**src/itrt_pkg.sv**
```systemverilog
// ----------------------------------------------------------------------------
// itrt_pkg: shared constants, types and helpers
// Sizes, character codes and the queue word used by the radix text unit.
// ----------------------------------------------------------------------------
`default_nettype none

package itrt_pkg;

  // Sizes
  localparam int VALUE_WIDTH = 32;
  localparam int DIGIT_DEPTH = 32;
  localparam int RADIX_W     = 6;
  localparam int DIGIT_W     = 6;
  localparam int CHAR_W      = 8;

  // Radix limits and reset value
  localparam logic [RADIX_W-1:0] RADIX_MIN   = RADIX_W'(2);
  localparam logic [RADIX_W-1:0] RADIX_MAX   = RADIX_W'(36);
  localparam logic [RADIX_W-1:0] RADIX_RESET = RADIX_W'(10);

  // Divider: quotient bits retired per cycle
  localparam int STEP_BITS  = 4;
  localparam int DIV_CYCLES = (VALUE_WIDTH + STEP_BITS - 1) / STEP_BITS;
  localparam int PAD_W      = DIV_CYCLES * STEP_BITS;
  localparam int STEP_W     = (DIV_CYCLES > 1) ? $clog2(DIV_CYCLES) : 1;

  // Digit store addressing
  localparam int CNT_W = $clog2(DIGIT_DEPTH + 1);
  localparam int IDX_W = $clog2(DIGIT_DEPTH);

  // Job queue
  localparam int QUEUE_DEPTH = 2;
  localparam int QPTR_W      = $clog2(QUEUE_DEPTH);
  localparam int QCNT_W      = $clog2(QUEUE_DEPTH + 1);

  // Character codes
  localparam logic [CHAR_W-1:0] CHAR_ZERO  = 8'h30;
  localparam logic [CHAR_W-1:0] CHAR_NINE  = 8'h39;
  localparam logic [CHAR_W-1:0] CHAR_A     = 8'h61;
  localparam logic [CHAR_W-1:0] CHAR_Z     = 8'h7a;
  localparam logic [CHAR_W-1:0] CHAR_MINUS = 8'h2d;
  localparam int                DEC_DIGITS = 10;

  // One classified conversion job
  typedef struct packed {
    logic [VALUE_WIDTH-1:0] mag;
    logic                   neg;
    logic [RADIX_W-1:0]     base;
  } itrt_job_t;

  // Queue status seen by both sides
  typedef struct packed {
    logic full;
    logic empty;
  } itrt_q_status_t;

  // Digit value to lower-case ASCII
  function automatic logic [CHAR_W-1:0] digit_char(input logic [DIGIT_W-1:0] d);
    logic [CHAR_W-1:0] dx;
    dx = CHAR_W'(d);
    if (d < DIGIT_W'(DEC_DIGITS)) begin
      return CHAR_ZERO + dx;
    end
    return CHAR_A + dx - CHAR_W'(DEC_DIGITS);
  endfunction

endpackage

`default_nettype wire

```
**src/itrt_chan_if.sv**
```systemverilog
// ----------------------------------------------------------------------------
// itrt channel interfaces
// Valid/ready channels for the input word and the output character word.
// ----------------------------------------------------------------------------
`default_nettype none

interface itrt_in_if
  import itrt_pkg::*;
();
  logic                   valid;
  logic                   ready;
  logic [VALUE_WIDTH-1:0] value;
  logic                   signed_mode;

  modport source (output valid, output value, output signed_mode, input ready);
  modport sink   (input valid, input value, input signed_mode, output ready);
endinterface

interface itrt_out_if
  import itrt_pkg::*;
();
  logic              valid;
  logic              ready;
  logic [CHAR_W-1:0] out_char;
  logic              last;

  modport source (output valid, output out_char, output last, input ready);
  modport sink   (input valid, input out_char, input last, output ready);
endinterface

`default_nettype wire

```
**src/itrt_front.sv**
```systemverilog
// ----------------------------------------------------------------------------
// itrt_front: input acceptance and classification
// Holds the radix register, clamps it, takes the sign and magnitude of each
// input word and pushes the job into the queue.
// ----------------------------------------------------------------------------
`default_nettype none

module itrt_front
  import itrt_pkg::*;
(
  input  wire logic            clk,
  input  wire logic            rst,
  itrt_in_if.sink              din,
  input  wire logic            cfg_we,
  input  wire logic [RADIX_W-1:0] cfg_wdata,
  input  wire itrt_q_status_t  q_status,
  output logic                 push,
  output itrt_job_t            push_data
);

  logic [RADIX_W-1:0] radix;
  logic [RADIX_W-1:0] base;
  logic               neg;

  // Radix register
  always_ff @(posedge clk) begin
    if (rst) begin
      radix <= RADIX_RESET;
    end else if (cfg_we) begin
      radix <= cfg_wdata;
    end
  end

  // Saturate radix to the legal range
  always_comb begin
    if (radix < RADIX_MIN) begin
      base = RADIX_MIN;
    end else if (radix > RADIX_MAX) begin
      base = RADIX_MAX;
    end else begin
      base = radix;
    end
  end

  // Sign and magnitude; the magnitude is unsigned so the most negative value fits
  assign neg = din.signed_mode & din.value[VALUE_WIDTH-1];

  assign push_data.mag  = neg ? (~din.value + VALUE_WIDTH'(1)) : din.value;
  assign push_data.neg  = neg;
  assign push_data.base = base;

  // Accept while the queue has room
  assign din.ready = ~q_status.full;
  assign push      = din.valid & ~q_status.full;

endmodule

`default_nettype wire

```
**src/itrt_queue.sv**
```systemverilog
// ----------------------------------------------------------------------------
// itrt_queue: job queue between front and back
// Small register FIFO so that input acceptance and conversion stall apart.
// ----------------------------------------------------------------------------
`default_nettype none

module itrt_queue
  import itrt_pkg::*;
(
  input  wire logic      clk,
  input  wire logic      rst,
  input  wire logic      push,
  input  wire itrt_job_t push_data,
  input  wire logic      pop,
  output itrt_job_t      pop_data,
  output itrt_q_status_t status
);

  itrt_job_t           entries [QUEUE_DEPTH];
  logic [QPTR_W-1:0]   wr_ptr;
  logic [QPTR_W-1:0]   rd_ptr;
  logic [QCNT_W-1:0]   count;

  // Pointers and fill count
  always_ff @(posedge clk) begin
    if (rst) begin
      wr_ptr <= '0;
      rd_ptr <= '0;
      count  <= '0;
    end else begin
      if (push) begin
        wr_ptr <= (wr_ptr == QPTR_W'(QUEUE_DEPTH - 1)) ? '0 : wr_ptr + QPTR_W'(1);
      end
      if (pop) begin
        rd_ptr <= (rd_ptr == QPTR_W'(QUEUE_DEPTH - 1)) ? '0 : rd_ptr + QPTR_W'(1);
      end
      if (push && !pop) begin
        count <= count + QCNT_W'(1);
      end else if (pop && !push) begin
        count <= count - QCNT_W'(1);
      end
    end
  end

  // Storage
  always_ff @(posedge clk) begin
    if (push) begin
      entries[wr_ptr] <= push_data;
    end
  end

  assign pop_data     = entries[rd_ptr];
  assign status.full  = (count == QCNT_W'(QUEUE_DEPTH));
  assign status.empty = (count == '0);

endmodule

`default_nettype wire

```
**src/itrt_back.sv**
```systemverilog
// ----------------------------------------------------------------------------
// itrt_back: digit generation and character output
// Divides the magnitude by the radix STEP_BITS quotient bits a cycle, keeps
// the remainders in the digit store, then sends them out most significant
// first behind an output register.
// ----------------------------------------------------------------------------
`default_nettype none

module itrt_back
  import itrt_pkg::*;
(
  input  wire logic           clk,
  input  wire logic           rst,
  input  wire itrt_q_status_t q_status,
  input  wire itrt_job_t      q_data,
  output logic                pop,
  itrt_out_if.source          dout
);

  typedef enum logic [1:0] {
    ST_IDLE,
    ST_DIV,
    ST_EMIT
  } state_t;

  state_t             state;
  logic [PAD_W-1:0]   dividend;
  logic [DIGIT_W-1:0] rem;
  logic [RADIX_W-1:0] base;
  logic [STEP_W-1:0]  step;
  logic [CNT_W-1:0]   cnt;
  logic               sign_pend;
  logic               out_valid;
  logic [CHAR_W-1:0]  out_char;
  logic               out_last;

  logic [DIGIT_W-1:0] digit_store [DIGIT_DEPTH];

  logic [PAD_W-1:0]   dividend_next;
  logic [DIGIT_W-1:0] rem_next;
  logic [CNT_W-1:0]   cnt_inc;
  logic [CNT_W-1:0]   cnt_dec;
  logic               last_step;
  logic               store_wr;
  logic               out_free;
  logic [DIGIT_W-1:0] rd_digit;

  // Four restoring division steps on a narrow remainder
  always_comb begin
    logic [DIGIT_W:0]      trial;
    logic [DIGIT_W-1:0]    r;
    logic [STEP_BITS-1:0]  qbits;
    r     = rem;
    qbits = '0;
    trial = '0;
    for (int i = 0; i < STEP_BITS; i++) begin
      trial = {r, dividend[PAD_W-1-i]};
      if (trial >= {1'b0, base}) begin
        r        = DIGIT_W'(trial - {1'b0, base});
        qbits[STEP_BITS-1-i] = 1'b1;
      end else begin
        r = trial[DIGIT_W-1:0];
      end
    end
    rem_next      = r;
    dividend_next = {dividend[PAD_W-STEP_BITS-1:0], qbits};
  end

  assign cnt_inc   = cnt + CNT_W'(1);
  assign cnt_dec   = cnt - CNT_W'(1);
  assign last_step = (step == STEP_W'(DIV_CYCLES - 1));
  assign store_wr  = (state == ST_DIV) && last_step;
  assign out_free  = ~out_valid | dout.ready;
  assign pop       = (state == ST_IDLE) && ~q_status.empty;
  assign rd_digit  = digit_store[cnt_dec[IDX_W-1:0]];

  // Digit store, remainders in order of discovery
  always_ff @(posedge clk) begin
    if (store_wr) begin
      digit_store[cnt[IDX_W-1:0]] <= rem_next;
    end
  end

  // Sequencer and output register
  always_ff @(posedge clk) begin
    if (rst) begin
      state     <= ST_IDLE;
      cnt       <= '0;
      sign_pend <= 1'b0;
      out_valid <= 1'b0;
    end else begin
      // word taken while nothing new is loaded
      if (out_valid && dout.ready && state != ST_EMIT) begin
        out_valid <= 1'b0;
      end
      unique case (state)
        ST_IDLE: begin
          if (!q_status.empty) begin
            dividend  <= PAD_W'(q_data.mag);
            base      <= q_data.base;
            sign_pend <= q_data.neg;
            rem       <= '0;
            step      <= '0;
            cnt       <= '0;
            state     <= ST_DIV;
          end
        end
        ST_DIV: begin
          if (last_step) begin
            cnt <= cnt_inc;
            // stop on zero quotient or full store
            if (dividend_next == '0 || cnt_inc == CNT_W'(DIGIT_DEPTH)) begin
              state <= ST_EMIT;
            end else begin
              dividend <= dividend_next;
              rem      <= '0;
              step     <= '0;
            end
          end else begin
            dividend <= dividend_next;
            rem      <= rem_next;
            step     <= step + STEP_W'(1);
          end
        end
        ST_EMIT: begin
          if (out_free) begin
            out_valid <= 1'b1;
            if (sign_pend) begin
              out_char  <= CHAR_MINUS;
              out_last  <= 1'b0;
              sign_pend <= 1'b0;
            end else begin
              out_char <= digit_char(rd_digit);
              out_last <= (cnt == CNT_W'(1));
              cnt      <= cnt_dec;
              if (cnt == CNT_W'(1)) begin
                state <= ST_IDLE;
              end
            end
          end
        end
        default: begin
          state <= ST_IDLE;
        end
      endcase
    end
  end

  assign dout.valid    = out_valid;
  assign dout.out_char = out_char;
  assign dout.last     = out_last;

endmodule

`default_nettype wire

```
**src/integer_to_radix_text_unit.sv**
```systemverilog
// ----------------------------------------------------------------------------
// integer_to_radix_text_unit: integer to ASCII text in radix 2..36
// Converts each input word to characters, most significant first, '-' ahead
// of a negative signed value, last character flagged.
// ----------------------------------------------------------------------------
//
//   port       dir   handshake      word
//   din        in    valid/ready    value[31:0], signed_mode
//   dout       out   valid/ready    out_char[7:0], last
//   cfg_we     in    write strobe   cfg_wdata[5:0] = radix
//
// A job leaves the queue, the divider finds its digits one after another, then
// the characters go out one per cycle while dout is ready. The divider is
// shared by all digits of a job, and the back end takes the next job only
// after the last character of this one is in its output register. Reset is
// synchronous and clears the control state; the radix returns to ten. A stalled
// dout holds the back end while the front keeps filling a two-word job queue.
//
`default_nettype none

module integer_to_radix_text_unit
  import itrt_pkg::*;
(
  input  wire logic               clk,
  input  wire logic               rst,
  itrt_in_if.sink                 din,
  itrt_out_if.source              dout,
  input  wire logic               cfg_we,
  input  wire logic [RADIX_W-1:0] cfg_wdata
);

  itrt_q_status_t q_status;
  itrt_job_t      push_data;
  itrt_job_t      pop_data;
  logic           push;
  logic           pop;

  itrt_front u_front (
    .clk       (clk),
    .rst       (rst),
    .din       (din),
    .cfg_we    (cfg_we),
    .cfg_wdata (cfg_wdata),
    .q_status  (q_status),
    .push      (push),
    .push_data (push_data)
  );

  itrt_queue u_queue (
    .clk       (clk),
    .rst       (rst),
    .push      (push),
    .push_data (push_data),
    .pop       (pop),
    .pop_data  (pop_data),
    .status    (q_status)
  );

  itrt_back u_back (
    .clk      (clk),
    .rst      (rst),
    .q_status (q_status),
    .q_data   (pop_data),
    .pop      (pop),
    .dout     (dout)
  );

endmodule

`default_nettype wire

```
**src/flat_wrapper.sv**
```systemverilog
// flat-port wrapper written by rule: the top's interface ports become plain ports
module integer_to_radix_text_unit_flat import itrt_pkg::*;
  (clk, rst, cfg_we, cfg_wdata, din_valid, din_value, din_signed_mode, din_ready, dout_valid, dout_out_char, dout_last, dout_ready);
  itrt_in_if din_i ();
  itrt_out_if dout_i ();
  input  wire logic clk;
  input  wire logic rst;
  input  wire logic cfg_we;
  input  wire logic [RADIX_W-1:0] cfg_wdata;
  input wire logic [$bits(din_i.valid)-1:0] din_valid;
  input wire logic [$bits(din_i.value)-1:0] din_value;
  input wire logic [$bits(din_i.signed_mode)-1:0] din_signed_mode;
  output wire logic [$bits(din_i.ready)-1:0] din_ready;
  output wire logic [$bits(dout_i.valid)-1:0] dout_valid;
  output wire logic [$bits(dout_i.out_char)-1:0] dout_out_char;
  output wire logic [$bits(dout_i.last)-1:0] dout_last;
  input wire logic [$bits(dout_i.ready)-1:0] dout_ready;
  assign din_i.valid = din_valid;
  assign din_i.value = din_value;
  assign din_i.signed_mode = din_signed_mode;
  assign din_ready = din_i.ready;
  assign dout_valid = dout_i.valid;
  assign dout_out_char = dout_i.out_char;
  assign dout_last = dout_i.last;
  assign dout_i.ready = dout_ready;
  integer_to_radix_text_unit u_core (.clk(clk), .rst(rst), .din(din_i), .dout(dout_i), .cfg_we(cfg_we), .cfg_wdata(cfg_wdata));
endmodule
```
**config.mk**
```make
export PLATFORM = sky130hd
export DESIGN_NAME = integer_to_radix_text_unit_flat
export DESIGN_NICKNAME = d
export VERILOG_FILES = /design/src/itrt_pkg.sv /design/src/itrt_chan_if.sv /design/src/itrt_front.sv /design/src/itrt_queue.sv /design/src/itrt_back.sv /design/src/integer_to_radix_text_unit.sv /design/src/flat_wrapper.sv
export SDC_FILE = /design/constraint.sdc
export NUM_CORES = 1
export LEC_CHECK = 0
export ABC_AREA = 1
export BUFFER_PORTS_ARGS = -buffer_cell sky130_fd_sc_hd__buf_4
export CAP_MARGIN = 10
export CORE_UTILIZATION = 65
export DETAILED_ROUTE_END_ITERATION = 7
export GPL_ROUTABILITY_DRIVEN = 0
export GPL_TIMING_DRIVEN = 0
export PLACE_DENSITY_LB_ADDON = 0.3
export SLEW_MARGIN = 30
export SYNTH_ARGS = -nofsm -noshare
export SYNTH_HDL_FRONTEND = slang
export SYNTH_SLANG_ARGS = --single-unit
```
**constraint.sdc**
```tcl
create_clock -name clk -period 23.8 [get_ports clk]
set_input_delay 0 -clock clk [delete_from_list [all_inputs] [get_ports clk]]
set_output_delay 0 -clock clk [all_outputs]
set_load 0.005 [all_outputs]
```
==> summary.md <==
| Metric | Value |
|---|---|
| Run status | `finished clean` |
| Register area share after synthesis | `62.92%` |
| Diodes inserted | `0` |
| Starting Density | `66.52%` |
| Worst Setup Start Kind | `flip-flop` |
| Synthesis-to-layout area growth | `16.02%` |
| Clk sinks | `347` |
| Min-delay worst type | `primary input to flip-flop` |
| Clock slew at reported path FFs | `0.06 ns` |
| Num CTS Buffers | `35` |
| Vias in the first global route | `12210` |
| Worst-case hold slack | `0.2567 ns` |
| Post-route DRC | `0` |
| CTS tree | `yes` |
| Average vias per placed instance | `6.272` |
| Worst Path Max Fanout | `32` |
| Total Die Area | `25600 sq um` |
| Crit path arrival time | `8.27 ns` |
| Slew HR | `33.38%` |
| Area contributors post-synth | `edfxtp_1 60%, nor2_1 5.6%, nand2_1 4.0%` |
| Leading cell type in the layout, fill and taps excluded | `edfxtp_1` |
| Fin Clk Skew | `0.02664 ns` |
| Worst R2R Path Depth | `40` |
| Pin count of the biggest net entering global routing | `34` |
| HPWL Detailed | `26990 um` |
| WS Path Type | `flip-flop to flip-flop` |
| Final count of pins violating max slew | `0` |
| Die X | `160.0 um` |
| Mapped Area | `16230 sq um` |
| Share of layout cells above drive strength 1 | `11.79%` |
| Die height | `160.0 um` |
| Final TNS setup | `0 ns` |
| Main synth FF type | `edfxtp_1` |
| Worst-skew pair later-pin latency | `0.53 ns` |
| Input/output buffers | `54` |
| DR iter-0 viols | `1473` |
| Routed wire per std cell | `21.52 um` |
| Setup violators final | `0` |
| CP required | `23.75 ns` |
| Global-route wire length before repair | `65120 um` |
| Number of flops mapped to enable cells by yosys | `326` |
| Post-route cell area | `18820 sq um` |
| CTS Root Cell | `clkbuf_16` |
| Slew of the pin with the lowest slew margin | `0.9983 ns` |
| Row count | `57` |
| CP dominant cell by count | `nand2_1` |
| Crit share post-route | `34.94%` |
| Hold-critical path depth | `2` |
| Seq cells post-synth | `347` |
| Slowest-stage cell, CP | `clkinv_1` |
| Ports | `55` |
| Initial antenna violation count | `0` |
| Post-Route WL | `42390 um` |
| Total global-route track usage | `33.46%` |
| Max Freq | `120.3 MHz` |
| Setup ws final | `15.49 ns` |
| Number of fill cells | `1427` |
| Synth area leader | `edfxtp_1` |
| Pre-CTS worst setup slack | `15.96 ns` |
| Synth unique cells | `58` |
| Share of the synthesized area in the top cell type | `60.33%` |
| Fin. Hold Viols | `0` |
| Async set-reset flop share out of synthesis | `0%` |
| Critical Path End Type | `flip-flop` |
| Unrepaired setup endpoints after global routing | `false` |
| Cell Area, Placed | `17230 sq um` |
| Via count | `12360` |
| Routed Antenna Nets | `0` |
| Nets | `1711` |
| Clock buffer depth | `3` |
| Post-CTS Resized | `0` |
| Initial DRT Pass Iterations | `6` |
| Fin crit period | `8.315 ns` |
| Syn Area/Cell | `11.05 sq um` |
| Placeable Area | `24390 sq um` |
| Most frequent cells in the layout | `326 x edfxtp_1, 240 x nor2_1, 173 x nand2_1` |
| Post-Synthesis Cells | `1468` |
| Largest stage delay, worst path | `0.83 ns` |
| Number of H-tree levels | `2` |
| Grt total ovfl | `0` |
| Syn nets | `1557` |
| YS warnings | `0` |
| Max Cap Violations | `0` |
[synthesized netlist by cell type (5+ instances only)]
| cell | number |
|---|---|
| edfxtp_1 | 326 |
| nor2_1 | 242 |
| nand2_1 | 174 |
| o21ai_0 | 116 |
| a21oi_1 | 100 |
| inv_1 | 95 |
| ha_1 | 41 |
| nand3_1 | 35 |
| o22ai_1 | 30 |
| xor2_1 | 29 |
| o21ai_1 | 28 |
| o211ai_1 | 27 |
| clkbuf_1 | 26 |
| dfxtp_1 | 21 |
| o221ai_1 | 17 |
| buf_2 | 16 |
| xnor2_1 | 16 |
| nand4_1 | 15 |
| buf_6 | 9 |
| inv_2 | 9 |
| nor3_1 | 8 |
| o21ai_2 | 8 |
| buf_4 | 6 |
| nand2_2 | 6 |
| buf_1 | 5 |
| nor4_1 | 5 |
[registers in the layout (all words and copies together) (netlist names), named ones only]
register and cells:
u_core.u_back.base 6, u_core.u_back.cnt 6, u_core.u_back.digit_store 192, u_core.u_back.dividend 32, u_core.u_back.dout.last 1, u_core.u_back.dout.out_char 8
u_core.u_back.dout.valid 1, u_core.u_back.rem 6, u_core.u_back.sign_pend 1, u_core.u_back.state 2, u_core.u_back.step 3, u_core.u_front.radix 6
u_core.u_queue.count 2, u_core.u_queue.entries 78, u_core.u_queue.rd_ptr 1, u_core.u_queue.wr_ptr 1
[cells by family after synthesis]
| kind of cell | after synthesis | synth area share [%] |
|---|---|---|
| flops | 347 | 62.92 |
| xor+xnor | 47 | 2.699 |
| mux | 1 | 0.06169 |
| fa+ha+maj | 45 | 3.655 |
| buf+inv | 171 | 4.673 |
| simple gates | 513 | 13.74 |
| compound gates | 344 | 12.25 |
[metal layers]
| metal | GRT usage [%] | vias up | routed length, um |
|---|---|---|---|
| met4 | 14.63 | 0 | 1837 |
| met3 | 6.597 | 162 | 3692 |
| met1 | 39.22 | 5922 | 15150 |
| li1 | - | 5519 | - |
| met2 | 59.72 | 752 | 21720 |
| met5 | 0 | - | 0 |
[stage by stage]
step	std cells	utilization [%]
after floorplan	1468	-
after global placement	1846	69.85
after detailed placement	1853	70.65
after CTS	1970	77.17
after global routing	1970	77.18
final	1970	77.18
[repair_timing]
| action | CTS | global route |
|---|---|---|
| hold buffers | 56 | 0 |
| buffers inserted | 0 | 0 |
| hold endpoints to repair | 75 | 0 |
[path summary, 6_finish.rpt]
| check | startpoint | endpoint | slack, ns |
|---|---|---|---|
| max | u_core.u_back.base[1] | u_core.u_back.digit_store[14][0] | 15.49 |
| min | din_value[0] | u_core.u_queue.entries[1][7] | 0.26 |
| max reg2reg | u_core.u_back.base[1] | u_core.u_back.digit_store[14][0] | 15.49 |
| min reg2reg | u_core.u_queue.rd_ptr | u_core.u_queue.rd_ptr | 0.47 |
[final cells by class]
type	count	area, sq um	area share (%)
Inverter	109	415.4	2.207
Clock inverter	10	62.56	0.3323
Clock buffer	51	967.2	5.138
Sequential cell	347	10210	54.24
Timing Repair Buffer	117	1114	5.916
Multi-Input combinational cell	950	5308	28.20
Tap cell	324	405.4	2.154
Buffer	62	342.8	1.821
[critical path, delay by kind of cell, from the launching register on]
| family | cells | cell delay (ns) |
|---|---|---|
| AND/OR/NAND/NOR | 22 | 2.40 |
| buffers and inverters | 7 | 1.82 |
| adder cells (fa/ha/maj) | 4 | 1.40 |
| flip-flops | 1 | 0.46 |
| AO/OA/AOI/OAI | 7 | 1.66 |
Power is not shown: default switching activity piles up to over one toggle a cycle in this logic, so the estimate is an artifact.
